## config.mk

```make
export PLATFORM = sky130hd
export DESIGN_NAME = integer_to_ascii_radix
export DESIGN_NICKNAME = d
export VERILOG_FILES = /design/src/sv/itoar_pkg.sv /design/src/sv/integer_to_ascii_radix.sv /design/src/sv/itoar_ram.sv /design/src/sv/itoar_fifo.sv /design/src/sv/itoar_front.sv /design/src/sv/itoar_back.sv
export SDC_FILE = /design/constraint.sdc
export NUM_CORES = 1
export LEC_CHECK = 0
export BUFFER_PORTS_ARGS = -buffer_cell sky130_fd_sc_hd__buf_2
export CAP_MARGIN = 40
export CORE_ASPECT_RATIO = 1.75
export CORE_MARGIN = 8
export CORE_UTILIZATION = 40
export DETAILED_ROUTE_END_ITERATION = 7
export PLACE_DENSITY = 0.52
export RECOVER_POWER = 100
export SLEW_MARGIN = 25
export SYNTH_ARGS = -nofsm -noshare
export SYNTH_HDL_FRONTEND = slang
export SYNTH_SLANG_ARGS = --single-unit
```

## constraint.sdc

```tcl
create_clock -name clk_i -period 26.9 [get_ports clk_i]
set_input_delay 4.035 -clock clk_i [delete_from_list [all_inputs] [get_ports clk_i]]
set_output_delay 4.035 -clock clk_i [all_outputs]
set_load 0.02 [all_outputs]
```

## src/sv/itoar_pkg.sv

```systemverilog
// Shared types, constants and the digit-to-ASCII map for the radix converter.
package itoar_pkg;

  localparam int unsigned RADIX_W = 6;

  localparam logic [RADIX_W-1:0] RADIX_MIN   = 6'd2;
  localparam logic [RADIX_W-1:0] RADIX_MAX   = 6'd36;
  localparam logic [RADIX_W-1:0] RADIX_RESET = 6'd10;

  localparam logic [7:0] MINUS_CODE = 8'h2D;
  localparam logic [7:0] EMPTY_CODE = 8'h00;
  localparam logic [7:0] ZERO_CODE  = 8'h30;
  localparam logic [7:0] ALPHA_CODE = 8'h61;

  // dividend bits retired per divider cycle
  localparam int unsigned DIV_STEP_BITS = 8;

  // classification of one accepted item, travels with its magnitude
  typedef struct packed {
    logic [RADIX_W-1:0] radix;
    logic               neg;
    logic               bad;
  } cls_t;

  // digit 0..35 to '0'-'9', 'a'-'z'
  function automatic logic [7:0] digit_char(input logic [RADIX_W-1:0] d);
    logic [7:0] d8;
    d8 = {2'b00, d};
    if (d < 6'd10) begin
      return ZERO_CODE + d8;
    end
    return ALPHA_CODE + d8 - 8'd10;
  endfunction

endpackage

```

## src/sv/integer_to_ascii_radix.sv

```systemverilog
// Top level of the signed integer to ASCII converter, radix 2..36.
//
// Usage:
//  - cfg channel (cfg_valid_i/cfg_ready_o/cfg_data_i) writes the 6-bit radix;
//    always ready. Reset value is 10. Write it only while the block is idle.
//  - in channel (in_valid_i/in_ready_o/value_i) takes one signed integer per item.
//    Items land in a two-entry queue, so up to two can be taken while the
//    back end is still converting or the receiver is stalled.
//  - out channel (out_valid_o/out_ready_i) gives one character per item:
//    '-' first for negatives, then digits most significant first, last_o on
//    the final one. A radix outside 2..36 gives one item with char_code_o 0,
//    last_o 1 and empty_res_o 1.
//  - Steps per input: a start in the idle state, then for each digit the divider
//    runs over the whole dividend, 8 remainder steps per cycle; then the minus
//    sign for a negative value; then each digit out of the digit stack RAM
//    (registered read), through a read state and a load state per digit.
//  - Receiver stall holds the output register; the back end waits and the
//    queue fills, after which in_ready_o drops.
//  - Reset clears the queue, the back-end state and the output valid.
module integer_to_ascii_radix #(
  parameter int unsigned VALUE_BITS = 32
) (
  input  logic                          clk_i,
  input  logic                          rst_ni,
  input  logic                          cfg_valid_i,
  output logic                          cfg_ready_o,
  input  logic [itoar_pkg::RADIX_W-1:0] cfg_data_i,
  input  logic                          in_valid_i,
  output logic                          in_ready_o,
  input  logic signed [VALUE_BITS-1:0]  value_i,
  output logic                          out_valid_o,
  input  logic                          out_ready_i,
  output logic [7:0]                    char_code_o,
  output logic                          last_o,
  output logic                          empty_res_o
);

  localparam int unsigned QW = $bits(itoar_pkg::cls_t) + VALUE_BITS;

  itoar_pkg::cls_t       front_cls;
  logic [VALUE_BITS-1:0] front_mag;
  logic                  q_push;
  logic                  q_full;
  logic                  q_pop;
  logic                  q_valid;
  logic [QW-1:0]         q_rdata;
  itoar_pkg::cls_t       back_cls;
  logic [VALUE_BITS-1:0] back_mag;

  itoar_front #(
    .VALUE_BITS(VALUE_BITS)
  ) u_front (
    .clk_i      (clk_i),
    .rst_ni     (rst_ni),
    .cfg_valid_i(cfg_valid_i),
    .cfg_ready_o(cfg_ready_o),
    .cfg_data_i (cfg_data_i),
    .in_valid_i (in_valid_i),
    .in_ready_o (in_ready_o),
    .value_i    (value_i),
    .q_full_i   (q_full),
    .q_push_o   (q_push),
    .cls_o      (front_cls),
    .mag_o      (front_mag)
  );

  itoar_fifo #(
    .WIDTH(QW)
  ) u_queue (
    .clk_i  (clk_i),
    .rst_ni (rst_ni),
    .push_i (q_push),
    .wdata_i({front_cls, front_mag}),
    .full_o (q_full),
    .pop_i  (q_pop),
    .valid_o(q_valid),
    .rdata_o(q_rdata)
  );

  assign {back_cls, back_mag} = q_rdata;

  itoar_back #(
    .VALUE_BITS(VALUE_BITS)
  ) u_back (
    .clk_i      (clk_i),
    .rst_ni     (rst_ni),
    .q_valid_i  (q_valid),
    .q_pop_o    (q_pop),
    .cls_i      (back_cls),
    .mag_i      (back_mag),
    .out_ready_i(out_ready_i),
    .out_valid_o(out_valid_o),
    .char_code_o(char_code_o),
    .last_o     (last_o),
    .empty_res_o(empty_res_o)
  );

  // empty result is a single zero character marked last
  a_empty_shape: assert property (@(posedge clk_i) disable iff (!rst_ni)
    (out_valid_o && empty_res_o) |-> (char_code_o == itoar_pkg::EMPTY_CODE && last_o))
    else $error("empty result malformed");

  // the final character of a conversion is always a digit, never the sign
  a_last_not_minus: assert property (@(posedge clk_i) disable iff (!rst_ni)
    (out_valid_o && last_o && !empty_res_o) |-> (char_code_o != itoar_pkg::MINUS_CODE))
    else $error("conversion ended on minus sign");

  // every regular character is a digit, a lower-case letter or the minus sign
  a_char_set: assert property (@(posedge clk_i) disable iff (!rst_ni)
    (out_valid_o && !empty_res_o) |->
      ((char_code_o >= 8'h30 && char_code_o <= 8'h39) ||
       (char_code_o >= 8'h61 && char_code_o <= 8'h7A) ||
       (char_code_o == itoar_pkg::MINUS_CODE)))
    else $error("character outside digit set");

  // the queue never takes an item while full
  a_no_overflow: assert property (@(posedge clk_i) disable iff (!rst_ni)
    q_full |-> !q_push)
    else $error("queue overflow");

endmodule

```

## src/sv/itoar_ram.sv

```systemverilog
// Generic single-write, single-read RAM with registered read data.
module itoar_ram #(
  parameter int unsigned WIDTH = 8,
  parameter int unsigned DEPTH = 32,
  localparam int unsigned AW = (DEPTH > 1) ? $clog2(DEPTH) : 1
) (
  input  logic             clk_i,
  input  logic             we_i,
  input  logic [AW-1:0]    waddr_i,
  input  logic [WIDTH-1:0] wdata_i,
  input  logic [AW-1:0]    raddr_i,
  output logic [WIDTH-1:0] rdata_o
);

  logic [WIDTH-1:0] mem_q [DEPTH];
  logic [WIDTH-1:0] rdata_q;

  always_ff @(posedge clk_i) begin
    if (we_i) begin
      mem_q[waddr_i] <= wdata_i;
    end
    rdata_q <= mem_q[raddr_i];
  end

  assign rdata_o = rdata_q;

endmodule

```

## src/sv/itoar_fifo.sv

```systemverilog
// Two-entry queue between the classify front and the conversion back end.
module itoar_fifo #(
  parameter int unsigned WIDTH = 8
) (
  input  logic             clk_i,
  input  logic             rst_ni,
  input  logic             push_i,
  input  logic [WIDTH-1:0] wdata_i,
  output logic             full_o,
  input  logic             pop_i,
  output logic             valid_o,
  output logic [WIDTH-1:0] rdata_o
);

  localparam int unsigned DEPTH = 2;

  logic [WIDTH-1:0] buf_q [DEPTH];
  logic             wptr_q, wptr_d;
  logic             rptr_q, rptr_d;
  logic [1:0]       cnt_q, cnt_d;

  assign full_o  = (cnt_q == 2'(DEPTH));
  assign valid_o = (cnt_q != 2'd0);
  assign rdata_o = buf_q[rptr_q];

  always_comb begin
    wptr_d = push_i ? ~wptr_q : wptr_q;
    rptr_d = pop_i ? ~rptr_q : rptr_q;
    cnt_d  = cnt_q + {1'b0, push_i} - {1'b0, pop_i};
  end

  always_ff @(posedge clk_i or negedge rst_ni) begin
    if (!rst_ni) begin
      wptr_q <= 1'b0;
      rptr_q <= 1'b0;
      cnt_q  <= 2'd0;
    end else begin
      wptr_q <= wptr_d;
      rptr_q <= rptr_d;
      cnt_q  <= cnt_d;
    end
  end

  always_ff @(posedge clk_i) begin
    if (push_i) begin
      buf_q[wptr_q] <= wdata_i;
    end
  end

endmodule

```

## src/sv/itoar_front.sv

```systemverilog
// Front end: radix register, input handshake, sign/magnitude split and radix check.
module itoar_front #(
  parameter int unsigned VALUE_BITS = 32
) (
  input  logic                                clk_i,
  input  logic                                rst_ni,
  input  logic                                cfg_valid_i,
  output logic                                cfg_ready_o,
  input  logic [itoar_pkg::RADIX_W-1:0]       cfg_data_i,
  input  logic                                in_valid_i,
  output logic                                in_ready_o,
  input  logic signed [VALUE_BITS-1:0]        value_i,
  input  logic                                q_full_i,
  output logic                                q_push_o,
  output itoar_pkg::cls_t                     cls_o,
  output logic [VALUE_BITS-1:0]               mag_o
);

  logic [itoar_pkg::RADIX_W-1:0] radix_q;
  logic [VALUE_BITS-1:0]         raw;

  assign cfg_ready_o = 1'b1;
  assign in_ready_o  = !q_full_i;
  assign q_push_o    = in_valid_i && !q_full_i;

  assign raw = $unsigned(value_i);

  always_comb begin
    cls_o.radix = radix_q;
    cls_o.neg   = raw[VALUE_BITS-1];
    cls_o.bad   = !(radix_q inside {[itoar_pkg::RADIX_MIN:itoar_pkg::RADIX_MAX]});
    // most negative value maps to 2^(N-1), which still fits unsigned
    mag_o       = raw[VALUE_BITS-1] ? (~raw + VALUE_BITS'(1)) : raw;
  end

  always_ff @(posedge clk_i or negedge rst_ni) begin
    if (!rst_ni) begin
      radix_q <= itoar_pkg::RADIX_RESET;
    end else if (cfg_valid_i) begin
      radix_q <= cfg_data_i;
    end
  end

endmodule

```

## src/sv/itoar_back.sv

```systemverilog
// Back end: iterative digit divider, digit stack in RAM and reversed character emission.
module itoar_back #(
  parameter int unsigned VALUE_BITS = 32
) (
  input  logic                  clk_i,
  input  logic                  rst_ni,
  input  logic                  q_valid_i,
  output logic                  q_pop_o,
  input  itoar_pkg::cls_t       cls_i,
  input  logic [VALUE_BITS-1:0] mag_i,
  input  logic                  out_ready_i,
  output logic                  out_valid_o,
  output logic [7:0]            char_code_o,
  output logic                  last_o,
  output logic                  empty_res_o
);

  localparam int unsigned B   = itoar_pkg::DIV_STEP_BITS;
  localparam int unsigned RW  = itoar_pkg::RADIX_W;
  localparam int unsigned NCH = (VALUE_BITS + B - 1) / B;
  localparam int unsigned DW  = NCH * B;
  localparam int unsigned CHW = (NCH > 1) ? $clog2(NCH) : 1;
  localparam int unsigned AW  = $clog2(VALUE_BITS);

  localparam logic [2:0] S_IDLE  = 3'd0;
  localparam logic [2:0] S_DIV   = 3'd1;
  localparam logic [2:0] S_MINUS = 3'd2;
  localparam logic [2:0] S_RD    = 3'd3;
  localparam logic [2:0] S_LOAD  = 3'd4;
  localparam logic [2:0] S_EMPTY = 3'd5;

  logic [2:0]     state_q, state_d;
  logic [CHW-1:0] chunk_q, chunk_d;
  logic [AW-1:0]  cnt_q, cnt_d;
  logic [AW-1:0]  idx_q, idx_d;
  logic [DW-1:0]  div_q, div_d;
  logic [RW-1:0]  rem_q, rem_d;
  logic           neg_q, neg_d;
  logic [RW-1:0]  radix_q, radix_d;

  logic           out_valid_q, out_valid_d;
  logic [7:0]     out_char_q, out_char_d;
  logic           out_last_q, out_last_d;
  logic           out_empty_q, out_empty_d;

  logic [DW-1:0]  div_step;
  logic [RW-1:0]  rem_step;
  logic [RW:0]    trial;
  logic [B-1:0]   qbits;
  logic           chunk_last;
  logic           out_free;
  logic           out_load;
  logic           ram_we;
  logic [RW-1:0]  rd_digit;

  // B restoring-division steps on the 6-bit remainder per cycle
  always_comb begin
    rem_step = rem_q;
    qbits    = '0;
    trial    = '0;
    for (int i = 0; i < B; i++) begin
      trial = {rem_step, div_q[DW-1-i]};
      if (trial >= {1'b0, radix_q}) begin
        rem_step     = RW'(trial - {1'b0, radix_q});
        qbits[B-1-i] = 1'b1;
      end else begin
        rem_step = trial[RW-1:0];
      end
    end
    div_step = (div_q << B) | DW'(qbits);
  end

  assign chunk_last = (chunk_q == CHW'(NCH - 1));
  assign out_free   = !out_valid_q || out_ready_i;
  assign ram_we     = (state_q == S_DIV) && chunk_last;
  assign q_pop_o    = (state_q == S_IDLE) && q_valid_i;

  itoar_ram #(
    .WIDTH(RW),
    .DEPTH(VALUE_BITS)
  ) u_stack (
    .clk_i  (clk_i),
    .we_i   (ram_we),
    .waddr_i(cnt_q),
    .wdata_i(rem_step),
    .raddr_i(idx_q),
    .rdata_o(rd_digit)
  );

  always_comb begin
    state_d     = state_q;
    chunk_d     = chunk_q;
    cnt_d       = cnt_q;
    idx_d       = idx_q;
    div_d       = div_q;
    rem_d       = rem_q;
    neg_d       = neg_q;
    radix_d     = radix_q;
    out_load    = 1'b0;
    out_char_d  = out_char_q;
    out_last_d  = out_last_q;
    out_empty_d = out_empty_q;

    case (state_q)
      S_IDLE: begin
        if (q_valid_i) begin
          div_d   = DW'(mag_i);
          rem_d   = '0;
          chunk_d = '0;
          cnt_d   = '0;
          neg_d   = cls_i.neg;
          radix_d = cls_i.radix;
          state_d = cls_i.bad ? S_EMPTY : S_DIV;
        end
      end
      S_DIV: begin
        div_d = div_step;
        if (chunk_last) begin
          // remainder is the next digit; quotient becomes the new dividend
          rem_d   = '0;
          chunk_d = '0;
          cnt_d   = cnt_q + AW'(1);
          if (div_step == '0) begin
            idx_d   = cnt_q;
            state_d = neg_q ? S_MINUS : S_RD;
          end
        end else begin
          rem_d   = rem_step;
          chunk_d = chunk_q + CHW'(1);
        end
      end
      S_MINUS: begin
        if (out_free) begin
          out_load    = 1'b1;
          out_char_d  = itoar_pkg::MINUS_CODE;
          out_last_d  = 1'b0;
          out_empty_d = 1'b0;
          state_d     = S_RD;
        end
      end
      S_RD: begin
        state_d = S_LOAD;
      end
      S_LOAD: begin
        if (out_free) begin
          out_load    = 1'b1;
          out_char_d  = itoar_pkg::digit_char(rd_digit);
          out_last_d  = (idx_q == '0);
          out_empty_d = 1'b0;
          if (idx_q == '0) begin
            state_d = S_IDLE;
          end else begin
            idx_d   = idx_q - AW'(1);
            state_d = S_RD;
          end
        end
      end
      S_EMPTY: begin
        if (out_free) begin
          out_load    = 1'b1;
          out_char_d  = itoar_pkg::EMPTY_CODE;
          out_last_d  = 1'b1;
          out_empty_d = 1'b1;
          state_d     = S_IDLE;
        end
      end
      default: begin
        state_d = S_IDLE;
      end
    endcase

    out_valid_d = out_load || (out_valid_q && !out_ready_i);
  end

  always_ff @(posedge clk_i or negedge rst_ni) begin
    if (!rst_ni) begin
      state_q     <= S_IDLE;
      chunk_q     <= '0;
      cnt_q       <= '0;
      idx_q       <= '0;
      out_valid_q <= 1'b0;
    end else begin
      state_q     <= state_d;
      chunk_q     <= chunk_d;
      cnt_q       <= cnt_d;
      idx_q       <= idx_d;
      out_valid_q <= out_valid_d;
    end
  end

  always_ff @(posedge clk_i) begin
    div_q       <= div_d;
    rem_q       <= rem_d;
    neg_q       <= neg_d;
    radix_q     <= radix_d;
    out_char_q  <= out_char_d;
    out_last_q  <= out_last_d;
    out_empty_q <= out_empty_d;
  end

  assign out_valid_o = out_valid_q;
  assign char_code_o = out_char_q;
  assign last_o      = out_last_q;
  assign empty_res_o = out_empty_q;

endmodule
```

==> summary.txt, run 1 <==
Max_slew headroom - -1.121
Critical path type - reg2reg
# port buffers - 54
Worst EP required - 26,980 ps
Fin Hold WS - 482.5 ps
Asr flop ratio synth - 0.07242
CTS tree - yes
Initial Utilization - 0.4047
Post-Synthesis Cells - 1,388
Register area - 10,590 um2
Post-synth top cells - edfxtp_1, nor2_1, nand2_1
Area growth syn-to-layout - 10.77%
Most frequent cell after synthesis - edfxtp_1
Vias in the first global route - 11.73k
Final wirelength - 47,510 um
Post-CTS Setup Bufs - 0
Drt drc - 0
Pre-antenna DRT Iters - 5
Yosys reg bits - 359
Syn nets - 1,501
Period utilization - 0.7894
Avg Inst Size Synth - 12.88 um2
I/O pins - 56
# nets final - 1,554
Total grt overflow - 0
Seq/Total Area, Yosys - 0.5927
Clk sinks - 359
Average wire per cell in the routed design - 23.35 um
Initial antenna violation count - 0
Startpoint Class - register
CTS root buffer - clkbuf_16
Syn. warnings - 0
Top delay family on crit path - compound AO/OA/AOI/OAI gates
Area occupied by multi-input gates - 6798 um2
Fmax - 47.09 MHz
CP max stage delay - 1230 ps
CP Capture Type - register
Measured slew at the worst slew-check pin - 3181 ps
Final Setup Violations - 0
CP Data Arrival Time - 21,320 ps
Post-CTS Hold Buffers - 0
Post-CTS sizing - 0
Fin. Hold Viols - 0
Cell row count - 102
Clk buf depth - 3
Final HPWL DP - 34,670 um
Die Y-Extent - 295.6 um
Most common cell on crit path - ha_1
Layout cells sized above 1 - 0.1080
Tmin final - 21,230 ps
# Max-Cap Violations - 11
Core area - 44,160 um2
Starting DRC count in detailed routing - 679
Vias/cell - 5.532
Critical path's slowest cell - clkbuf_1
GRT Resource Usage Total - 0.1821
Post-synth EDFFs - 327
Failing checks - capacitance limit, slew limit
Synth top area share - 0.5495
Synth top area cells - edfxtp_1, mux2i_1, ha_1
WP buf/inv - 6
Ant diodes - 0
Largest net degree at the start of global routing - 67
Hold Path Class - reg2reg
Clk_skew - 16.88 ps
Die width - 175.8 um
First-pass GRT wire length - 71,380 um
CTS buffer count - 36
Synth area leader - edfxtp_1
Vias - 11.26k
Detail Route Antenna Nets - 0
Clock transition at the registers of the reported paths - 60 ps
Yosys cell types - 82
RSZ-0062 raised after global routing - false
Crit-path max FO - 32
Final Core Density - 0.4483
Setup TNS - 0 ps
Die Area - 51,960 um2
GP Congestion - 0.9426
Outcome - complete, but fails checks
Mapped Area - 17,870 um2
H-tree Lvls - 2
Worst-Skew Late Latency - 530 ps
Fill cells - 4,131
Main synth FF type - edfxtp_1
Slew Viols, Final - 396
==> final timing paths <==
path / start / endpoint / slack (ps) / cells after the start
max: u_back.radix_q[1] / u_back.u_stack.mem_q[10][2] / 5670 / 73
min: u_back.chunk_q[0] / u_back.chunk_q[0] / 480 / 1
max reg2reg: u_back.radix_q[1] / u_back.u_stack.mem_q[10][2] / 5670 / 73
min reg2reg: u_back.chunk_q[0] / u_back.chunk_q[0] / 480 / 1
max in group asynchronous: rst_ni / u_queue.rptr_q / 21940 / 1
min in group asynchronous: rst_ni / u_front.radix_q[5] / 3900 / 1
==> area by class of cell <==
| class | count | area share |
|---|---|---|
| Multi-Input combinational cell | 912 | 0.3434 |
| Timing Repair Buffer | 71 | 0.01669 |
| Clock inverter | 19 | 0.009481 |
| Clock buffer | 41 | 0.04753 |
| Sequential cell | 359 | 0.5352 |
| Tap cell | 572 | 0.03615 |
| Inverter | 61 | 0.01157 |
==> sequential cells by signal, summed over array words and instances (netlist names) <==
register                flops
u_back.last_o               1
u_back.neg_q                1
u_back.div_q               32
u_back.idx_q                5
u_back.rem_q                6
u_back.out_valid_o          1
u_queue.buf_q              80
u_back.u_stack.mem_q      192
u_back.u_stack.rdata_o      6
u_queue.rptr_q              1
u_back.radix_q              6
u_queue.wptr_q              1
u_back.char_code_o          8
u_back.chunk_q              2
u_back.cnt_q                5
u_back.empty_res_o          1
u_queue.cnt_q               2
u_back.state_q              3
u_front.radix_q             6
==> logic make-up (layout without fill, tap and decap cells) <==
logic type	count (synthesis)	in the layout	share of synthesized area
and+or+nand+nor	364	364	0.09844
DFF	359	359	0.5927
AOI/OAI and AO/OA	276	276	0.1041
muxes	137	137	0.09522
buffers and inverters	117	192	0.02555
adders and majority gates	70	70	0.05237
xor gates and xnor gates	64	64	0.03137
other	1	1	0.0002098
==> through the flow <==
step           area [um2]  instances  worst slack, ps
6_report            19800       2035             5665
5_1_grt             19800       2035             3616
4_1_cts             19930       2033             7201
3_5_place_dp        18800       1973             7277
3_3_place_gp        18780       1972             7730
2_1_floorplan       17870       1388            10470
==> worst register-to-register path: cells and delay by family (launching register included) <==
family	cells	cell delay, ps
mux	4	1840
compound gates	38	10590
buf+inv	6	2060
simple gates	17	2970
fa+ha+maj	8	2580
flops	1	730
==> layer usage <==
metal / track usage / wire, um / up-vias
met4: 0.08320 / 2140 / 0
li1: - / - / 5380
met5: 0 / 0 / -
met2: 0.3642 / 27260 / 228
met3: 0.02230 / 1392 / 89
met1: 0.1816 / 16720 / 5561
==> placed cells by master, fill, tap and decap left out, types with 15 or more instances in the layout <==
cell / count
inv_1: 59
nand2_1: 100
xor2_1: 15
nor4_1: 17
nor3_1: 19
clkbuf_1: 34
dfrtp_1: 23
a21oi_1: 48
xnor2_1: 49
o22ai_1: 16
mux2i_1: 91
clkbuf_16: 37
mux4_2: 24
mux2_2: 19
nor2_1: 117
nand2b_1: 18
o21ai_0: 79
o31ai_1: 16
edfxtp_1: 327
buf_2: 36
nor2b_1: 15
ha_1: 62
a21o_1: 17
Power of run 1 is not shown: default switching activity piles up to over one toggle a cycle in this logic, so the estimate is an artifact.
==> run 2: changes to the inputs <==
==> constraint.sdc (replaced) <==
create_clock -name clk_i -period 21.9 [get_ports clk_i]
set_input_delay 3.285 -clock clk_i [delete_from_list [all_inputs] [get_ports clk_i]]
set_output_delay 3.285 -clock clk_i [all_outputs]
set_load 0.02 [all_outputs]
==> summary.txt, run 2 (synthesis results as in run 1) <==
Outcome - complete, but fails checks
Failing checks - capacitance limit, slew limit
Core area - 44,160 um2 (unchanged)
GRT Resource Usage Total - 0.1811 (-0.0009912)
Starting DRC count in detailed routing - 493 (-27%)
Average wire per cell in the routed design - 23.22 um (-0.56%)
Largest net degree at the start of global routing - 67 (unchanged)
Hold Path Class - reg2reg
Layout cells sized above 1 - 0.1116 (+0.003570)
# nets final - 1,553 (-0.064%)
Cell row count - 102 (unchanged)
Vias in the first global route - 11.73k (+0.043%)
Area growth syn-to-layout - 10.56%
Post-CTS Setup Bufs - 0 (unchanged)
Top delay family on crit path - compound AO/OA/AOI/OAI gates
Detail Route Antenna Nets - 0 (unchanged)
RR Startpoint - u_back.radix_q[1]
Most flop-heavy register - u_back.u_stack.mem_q
Clock transition at the registers of the reported paths - 70 ps (about the same)
CTS root buffer - clkbuf_16
Ant diodes - 0 (unchanged)
First-pass GRT wire length - 71,430 um (about the same)
Critical path's slowest cell - edfxtp_1
Initial antenna violation count - 1 (+1)
Clk_skew - 24.53 ps (+7.646 ps)
Setup TNS - 0 ps (unchanged)
Reg2Reg Depth - 73 (unchanged)
Max_slew headroom - -1.102 (+0.01866)
# port buffers - 54 (unchanged)
Top flop regs - u_back.u_stack.mem_q: 192 flops, u_queue.buf_q: 80 flops, u_back.div_q: 32 flops
Placed cell area - 18,800 um2 (unchanged)
Clk sinks - 359 (unchanged)
Initial Utilization - 0.4047 (unchanged)
Post-CTS Hold Buffers - 0 (unchanged)
WP buf/inv - 7 (+1)
Measured slew at the worst slew-check pin - 3153 ps (-28.00 ps)
Die width - 175.8 um (unchanged)
RSZ-0062 raised after global routing - false
Clk buf depth - 3 (unchanged)
Slew Viols, Final - 264 (-33%)
CTS buffer count - 35 (-2.8%)
CP max stage delay - 750 ps (-480 ps)
# Max-Cap Violations - 7 (-4)
Hold EP - u_back.chunk_q[0]
Setup slack, reg-to-reg - 2000 ps (-3660 ps)
CP Capture Type - register
CTS tree - yes
I/O pins - 56 (unchanged)
Worst hold path startpoint - u_back.chunk_q[0]
Startpoint Class - register
Most frequent cells in the layout - edfxtp_1, nor2_1, nand2_1
Tmin final - 19,900 ps (-1339 ps)
Worst-Skew Late Latency - 530 ps (about the same)
Critical path type - reg2reg
CP Data Arrival Time - 20,080 ps (-1240 ps)
Commonest non-fill, non-tap cell in the layout - edfxtp_1
Drt drc - 0 (unchanged)
Final wirelength - 47,200 um (-0.66%)
Die Y-Extent - 295.6 um (unchanged)
GP Congestion - 0.9438 (+0.13%)
Die Area - 51,960 um2 (unchanged)
Reg2reg end - u_back.u_stack.mem_q[13][1]
Final HPWL DP - 34,530 um (-0.41%)
Vias - 11.24k (-0.19%)
Final Cell Area - 19,760 um2 (-0.19%)
Pre-antenna DRT Iters - 7 (+2)
Period utilization - 0.9085 (+0.1191)
Fin. Hold Viols - 0 (unchanged)
Max reg flops - 192 (unchanged)
Hold depth - 1 (unchanged)
Final Setup Violations - 0 (unchanged)
Vias/cell - 5.527 (about the same)
Crit-path max FO - 26 (-19%)
Total grt overflow - 0 (unchanged)
Fmax - 50.26 MHz (+6.7%)
Worst EP required - 22,080 ps (-4900 ps)
H-tree Lvls - 2 (unchanged)
Post-CTS sizing - 0 (unchanged)
run 2: cell types whose count changed in the layout (fill, tap and decap cells not counted), sizes merged:
cell,change
clkbuf,-3
clkinv,-2
bufinv,-3
buf,+5
inv,+1
run 2: layer usage:
layer	vias to the layer above	global-route usage	share of wire
met2	234	0.3645	0.58
li1	5367	-	-
met4	2	0.08195	0.045
met3	98	0.02179	0.032
met5	-	0	0.00028
met1	5536	0.1792	0.35
run 2: worst register-to-register path, delay by kind of cell (launching register included):
kind	cells	cell delay, ps
AOI/OAI and AO/OA	39	10420
and+or+nand+nor	15	2640
adders and majority gates	8	2620
muxes	4	1810
buffers and inverters	7	1330
DFF	1	750
run 2: final cells by class:
class	instances	area, um2
clock inverters	15	91.34
repair buffers	71	357.8
flip-flops and latches	359	10590
well taps	572	715.7
multi-input cells	912	6822
inverters	61	229.0
fillers	4124	24400
clock buffers	43	948.4
run 2: worst max path at each step:
stage / start / end / slack [ps] / cells past startpoint
final: u_back.radix_q[1] / u_back.u_stack.mem_q[13][1] / 2000 / 73
after global routing: u_back.radix_q[1] / u_back.u_stack.mem_q[14][1] / 260 / 75
after CTS: u_back.radix_q[1] / u_back.u_stack.mem_q[23][1] / 2190 / 72
after detailed placement: u_back.radix_q[1] / u_back.u_stack.mem_q[22][1] / 2220 / 72
after global placement: u_back.radix_q[1] / u_back.u_stack.mem_q[6][4] / 2700 / 73
after floorplan: u_back.radix_q[1] / u_back.u_stack.mem_q[0][0] / 5470 / 75
run 2: stage by stage:
step                      utilization  hold slack (ps)  setup slack [ps]  cells
after floorplan                     -            454.7              5470   1388
after global placement         0.4253            467.2              2700   1972
after detailed placement       0.4257            483.9              2221   1973
after CTS                      0.4493            492.8              2192   2031
after global routing           0.4474            503.2             263.7   2033
final                          0.4474            485.0              2005   2033
Power of run 2 is left out for the same reason.
==> run 3: changes to the inputs <==
--- a/config.mk
+++ b/config.mk
@@ -5,12 +5,14 @@
 export SDC_FILE = /design/constraint.sdc
 export NUM_CORES = 1
 export LEC_CHECK = 0
+export ABC_AREA = 1
 export BUFFER_PORTS_ARGS = -buffer_cell sky130_fd_sc_hd__buf_2
 export CAP_MARGIN = 40
 export CORE_ASPECT_RATIO = 1.75
 export CORE_MARGIN = 8
 export CORE_UTILIZATION = 40
 export DETAILED_ROUTE_END_ITERATION = 7
+export GPL_ROUTABILITY_DRIVEN = 0
 export PLACE_DENSITY = 0.52
 export RECOVER_POWER = 100
 export SLEW_MARGIN = 25
==> summary.txt, run 3 <==
CTS root buffer - clkbuf_16
Fmax - 59.14 MHz (+18%)
Setup slack, reg-to-reg - 4990 ps (+2990 ps)
RR Startpoint - u_back.radix_q[1]
Max reg flops - 192 (unchanged)
Most frequent cell after synthesis - edfxtp_1
Syn. warnings - 0 (unchanged)
Synth top area share - 0.5558 (+0.006304)
# nets final - 1,863 (+20%)
First-pass GRT wire length - 74,370 um (+4.1%)
Drt drc - 0 (unchanged)
Pre-antenna DRT Iters - 5 (-2)
Yosys reg bits - 359 (unchanged)
CP Capture Type - register
Reg2reg end - u_back.u_stack.mem_q[6][3]
Commonest non-fill, non-tap cell in the layout - edfxtp_1
RSZ-0062 raised after global routing - false
Final Setup Violations - 0 (unchanged)
Tmin final - 16,910 ps (-2988 ps)
Post-Synthesis Cells - 1,702 (+23%)
Clk_skew - 35.73 ps (+11.20 ps)
Vias in the first global route - 12.90k (+10%)
Setup TNS - 0 ps (unchanged)
Non-Filler Instances - 2,347 (+15%)
Vias - 12.44k (+11%)
Post-synth EDFFs - 327 (unchanged)
Avg Inst Size Synth - 10.38 um2 (-19%)
Post-synth top cells - edfxtp_1, nand2_1, nor2_1
Failing checks - capacitance limit, slew limit
GRT Resource Usage Total - 0.1874 (+0.006362)
Starting DRC count in detailed routing - 581 (+18%)
Die Y-Extent - 294.0 um (-0.54%)
Post-CTS Setup Bufs - 0 (unchanged)
Core area - 43,900 um2 (-0.58%)
Seq/Total Area, Yosys - 0.5995 (+0.006800)
Detail Route Antenna Nets - 0 (unchanged)
H-tree Lvls - 2 (unchanged)
Post-CTS sizing - 0 (unchanged)
Main synth FF type - edfxtp_1
Fin. Hold Viols - 0 (unchanged)
CTS buffer count - 34 (-2.9%)
Syn nets - 1,815 (+21%)
Die Area - 51,420 um2 (-1.1%)
# Max-Cap Violations - 9 (+2)
Most frequent cells in the layout - edfxtp_1, nand2_1, nor2_1
Initial Utilization - 0.4024 (-0.002264)
Yosys cell types - 56 (-32%)
Startpoint Class - register
Hold depth - 0 (-1)
Clk buf depth - 3 (unchanged)
Cell row count - 102 (unchanged)
CTS tree - yes
Post-CTS Hold Buffers - 0 (unchanged)
Most flop-heavy register - u_back.u_stack.mem_q
Ant diodes - 0 (unchanged)
Period utilization - 0.7720 (-0.1364)
Slew Viols, Final - 422 (+60%)
Critical path's slowest cell - clkbuf_1
Top flop regs - u_back.u_stack.mem_q: 192 flops, u_queue.buf_q: 80 flops, u_back.div_q: 32 flops
Worst EP required - 22,070 ps (about the same)
Synth area leader - edfxtp_1
Hold EP - u_queue.buf_q[1][36]
Asr flop ratio synth - 0.07242 (unchanged)
Crit-path max FO - 20 (-23%)
CP max stage delay - 890 ps (+140 ps)
# port buffers - 54 (unchanged)
Dpl cells - 2,283 (+16%)
Vias/cell - 5.298 (-4.1%)
Largest net degree at the start of global routing - 73 (+9.0%)
Reg2Reg Depth - 79 (+8.2%)
Max_slew headroom - -1.204 (-0.1019)
Measured slew at the worst slew-check pin - 3306 ps (+152.8 ps)
Die width - 174.9 um (-0.52%)
Hold Path Class - reg2reg
Worst hold path startpoint - u_front.radix_q[2]
Mapped Area - 17,670 um2 (-1.1%)
Layout cells sized above 1 - 0.07042 (-0.04114)
Clock transition at the registers of the reported paths - 60 ps (about the same)
Clk sinks - 359 (unchanged)
Area growth syn-to-layout - 10.50% (about the same)
Final wirelength - 48,610 um (+3.0%)
Synth top area cells - edfxtp_1, nand2_1, nor2_1
CP Data Arrival Time - 17,070 ps (-3010 ps)
I/O pins - 56 (unchanged)
Average wire per cell in the routed design - 20.71 um (-11%)
Critical path type - reg2reg
Most common cell on crit path - nand2_1
Initial antenna violation count - 1 (unchanged)
Total grt overflow - 0 (unchanged)
Outcome - complete, but fails checks
Worst-Skew Late Latency - 550 ps (+20 ps)
Final HPWL DP - 35,160 um (+1.8%)
==> run 3: layout make-up <==
class / count / area [um2]
clock buffer: 41 / 897.1
clock inverter: 20 / 220.2
fill: 4257 / 24380
inverter: 136 / 510.5
multi-input combinational: 1141 / 6201
sequential: 359 / 10590
tap: 572 / 715.7
timing repair buffer: 78 / 385.4
==> run 3: metrics by stage <==
stage                 util  setup slack, ps  instance area (um2)  hold slack, ps
floorplan                -             9053                17670           442.1
global placement    0.4217             7592                18510           452.5
detailed placement  0.4248             7118                18650           461.2
CTS                 0.4503             7103                19770           476.5
global route        0.4447             2963                19520           485.5
finish              0.4447             4992                19520           479.0
==> run 3: cells by family (layout without fill, tap and decap cells) <==
logic type,count (synthesis),in the layout,share of synthesized area
flops,359,359,0.5995
mux,1,1,0.0005666
simple gates,666,666,0.1624
buf+inv,202,275,0.04447
other cells,1,1,0.0002122
xor+xnor,62,62,0.03073
fa+ha+maj,70,70,0.05297
compound gates,341,341,0.1091
==> run 3: worst max-delay path by stage <==
stage / slack [ps] / cells past startpoint / end / startpoint
floorplan: 9050 / 81 / u_back.rem_q[1] / u_back.radix_q[1]
global placement: 7590 / 81 / u_back.u_stack.mem_q[12][0] / u_back.radix_q[1]
detailed placement: 7120 / 80 / u_back.u_stack.mem_q[10][3] / u_back.radix_q[1]
CTS: 7100 / 80 / u_back.u_stack.mem_q[6][3] / u_back.radix_q[1]
global route: 2960 / 79 / u_back.u_stack.mem_q[0][1] / u_back.radix_q[1]
finish: 4990 / 79 / u_back.u_stack.mem_q[6][3] / u_back.radix_q[1]
==> run 3: critical path, delay by kind of cell, from the launching register on <==
kind	cells	cell delay (ps)
AND/OR/NAND/NOR	29	4310
AO/OA/AOI/OAI	30	6170
flip-flops	1	670
buffers and inverters	12	2640
adder cells (fa/ha/maj)	8	2730
==> run 3: metal layers <==
metal / routed length, um / global-route usage
met1: 16990 / 0.1817
met2: 27680 / 0.3798
met3: 1357 / 0.01952
met4: 2580 / 0.09232
met5: 0 / 0
Power of run 3 is left out for the same reason.
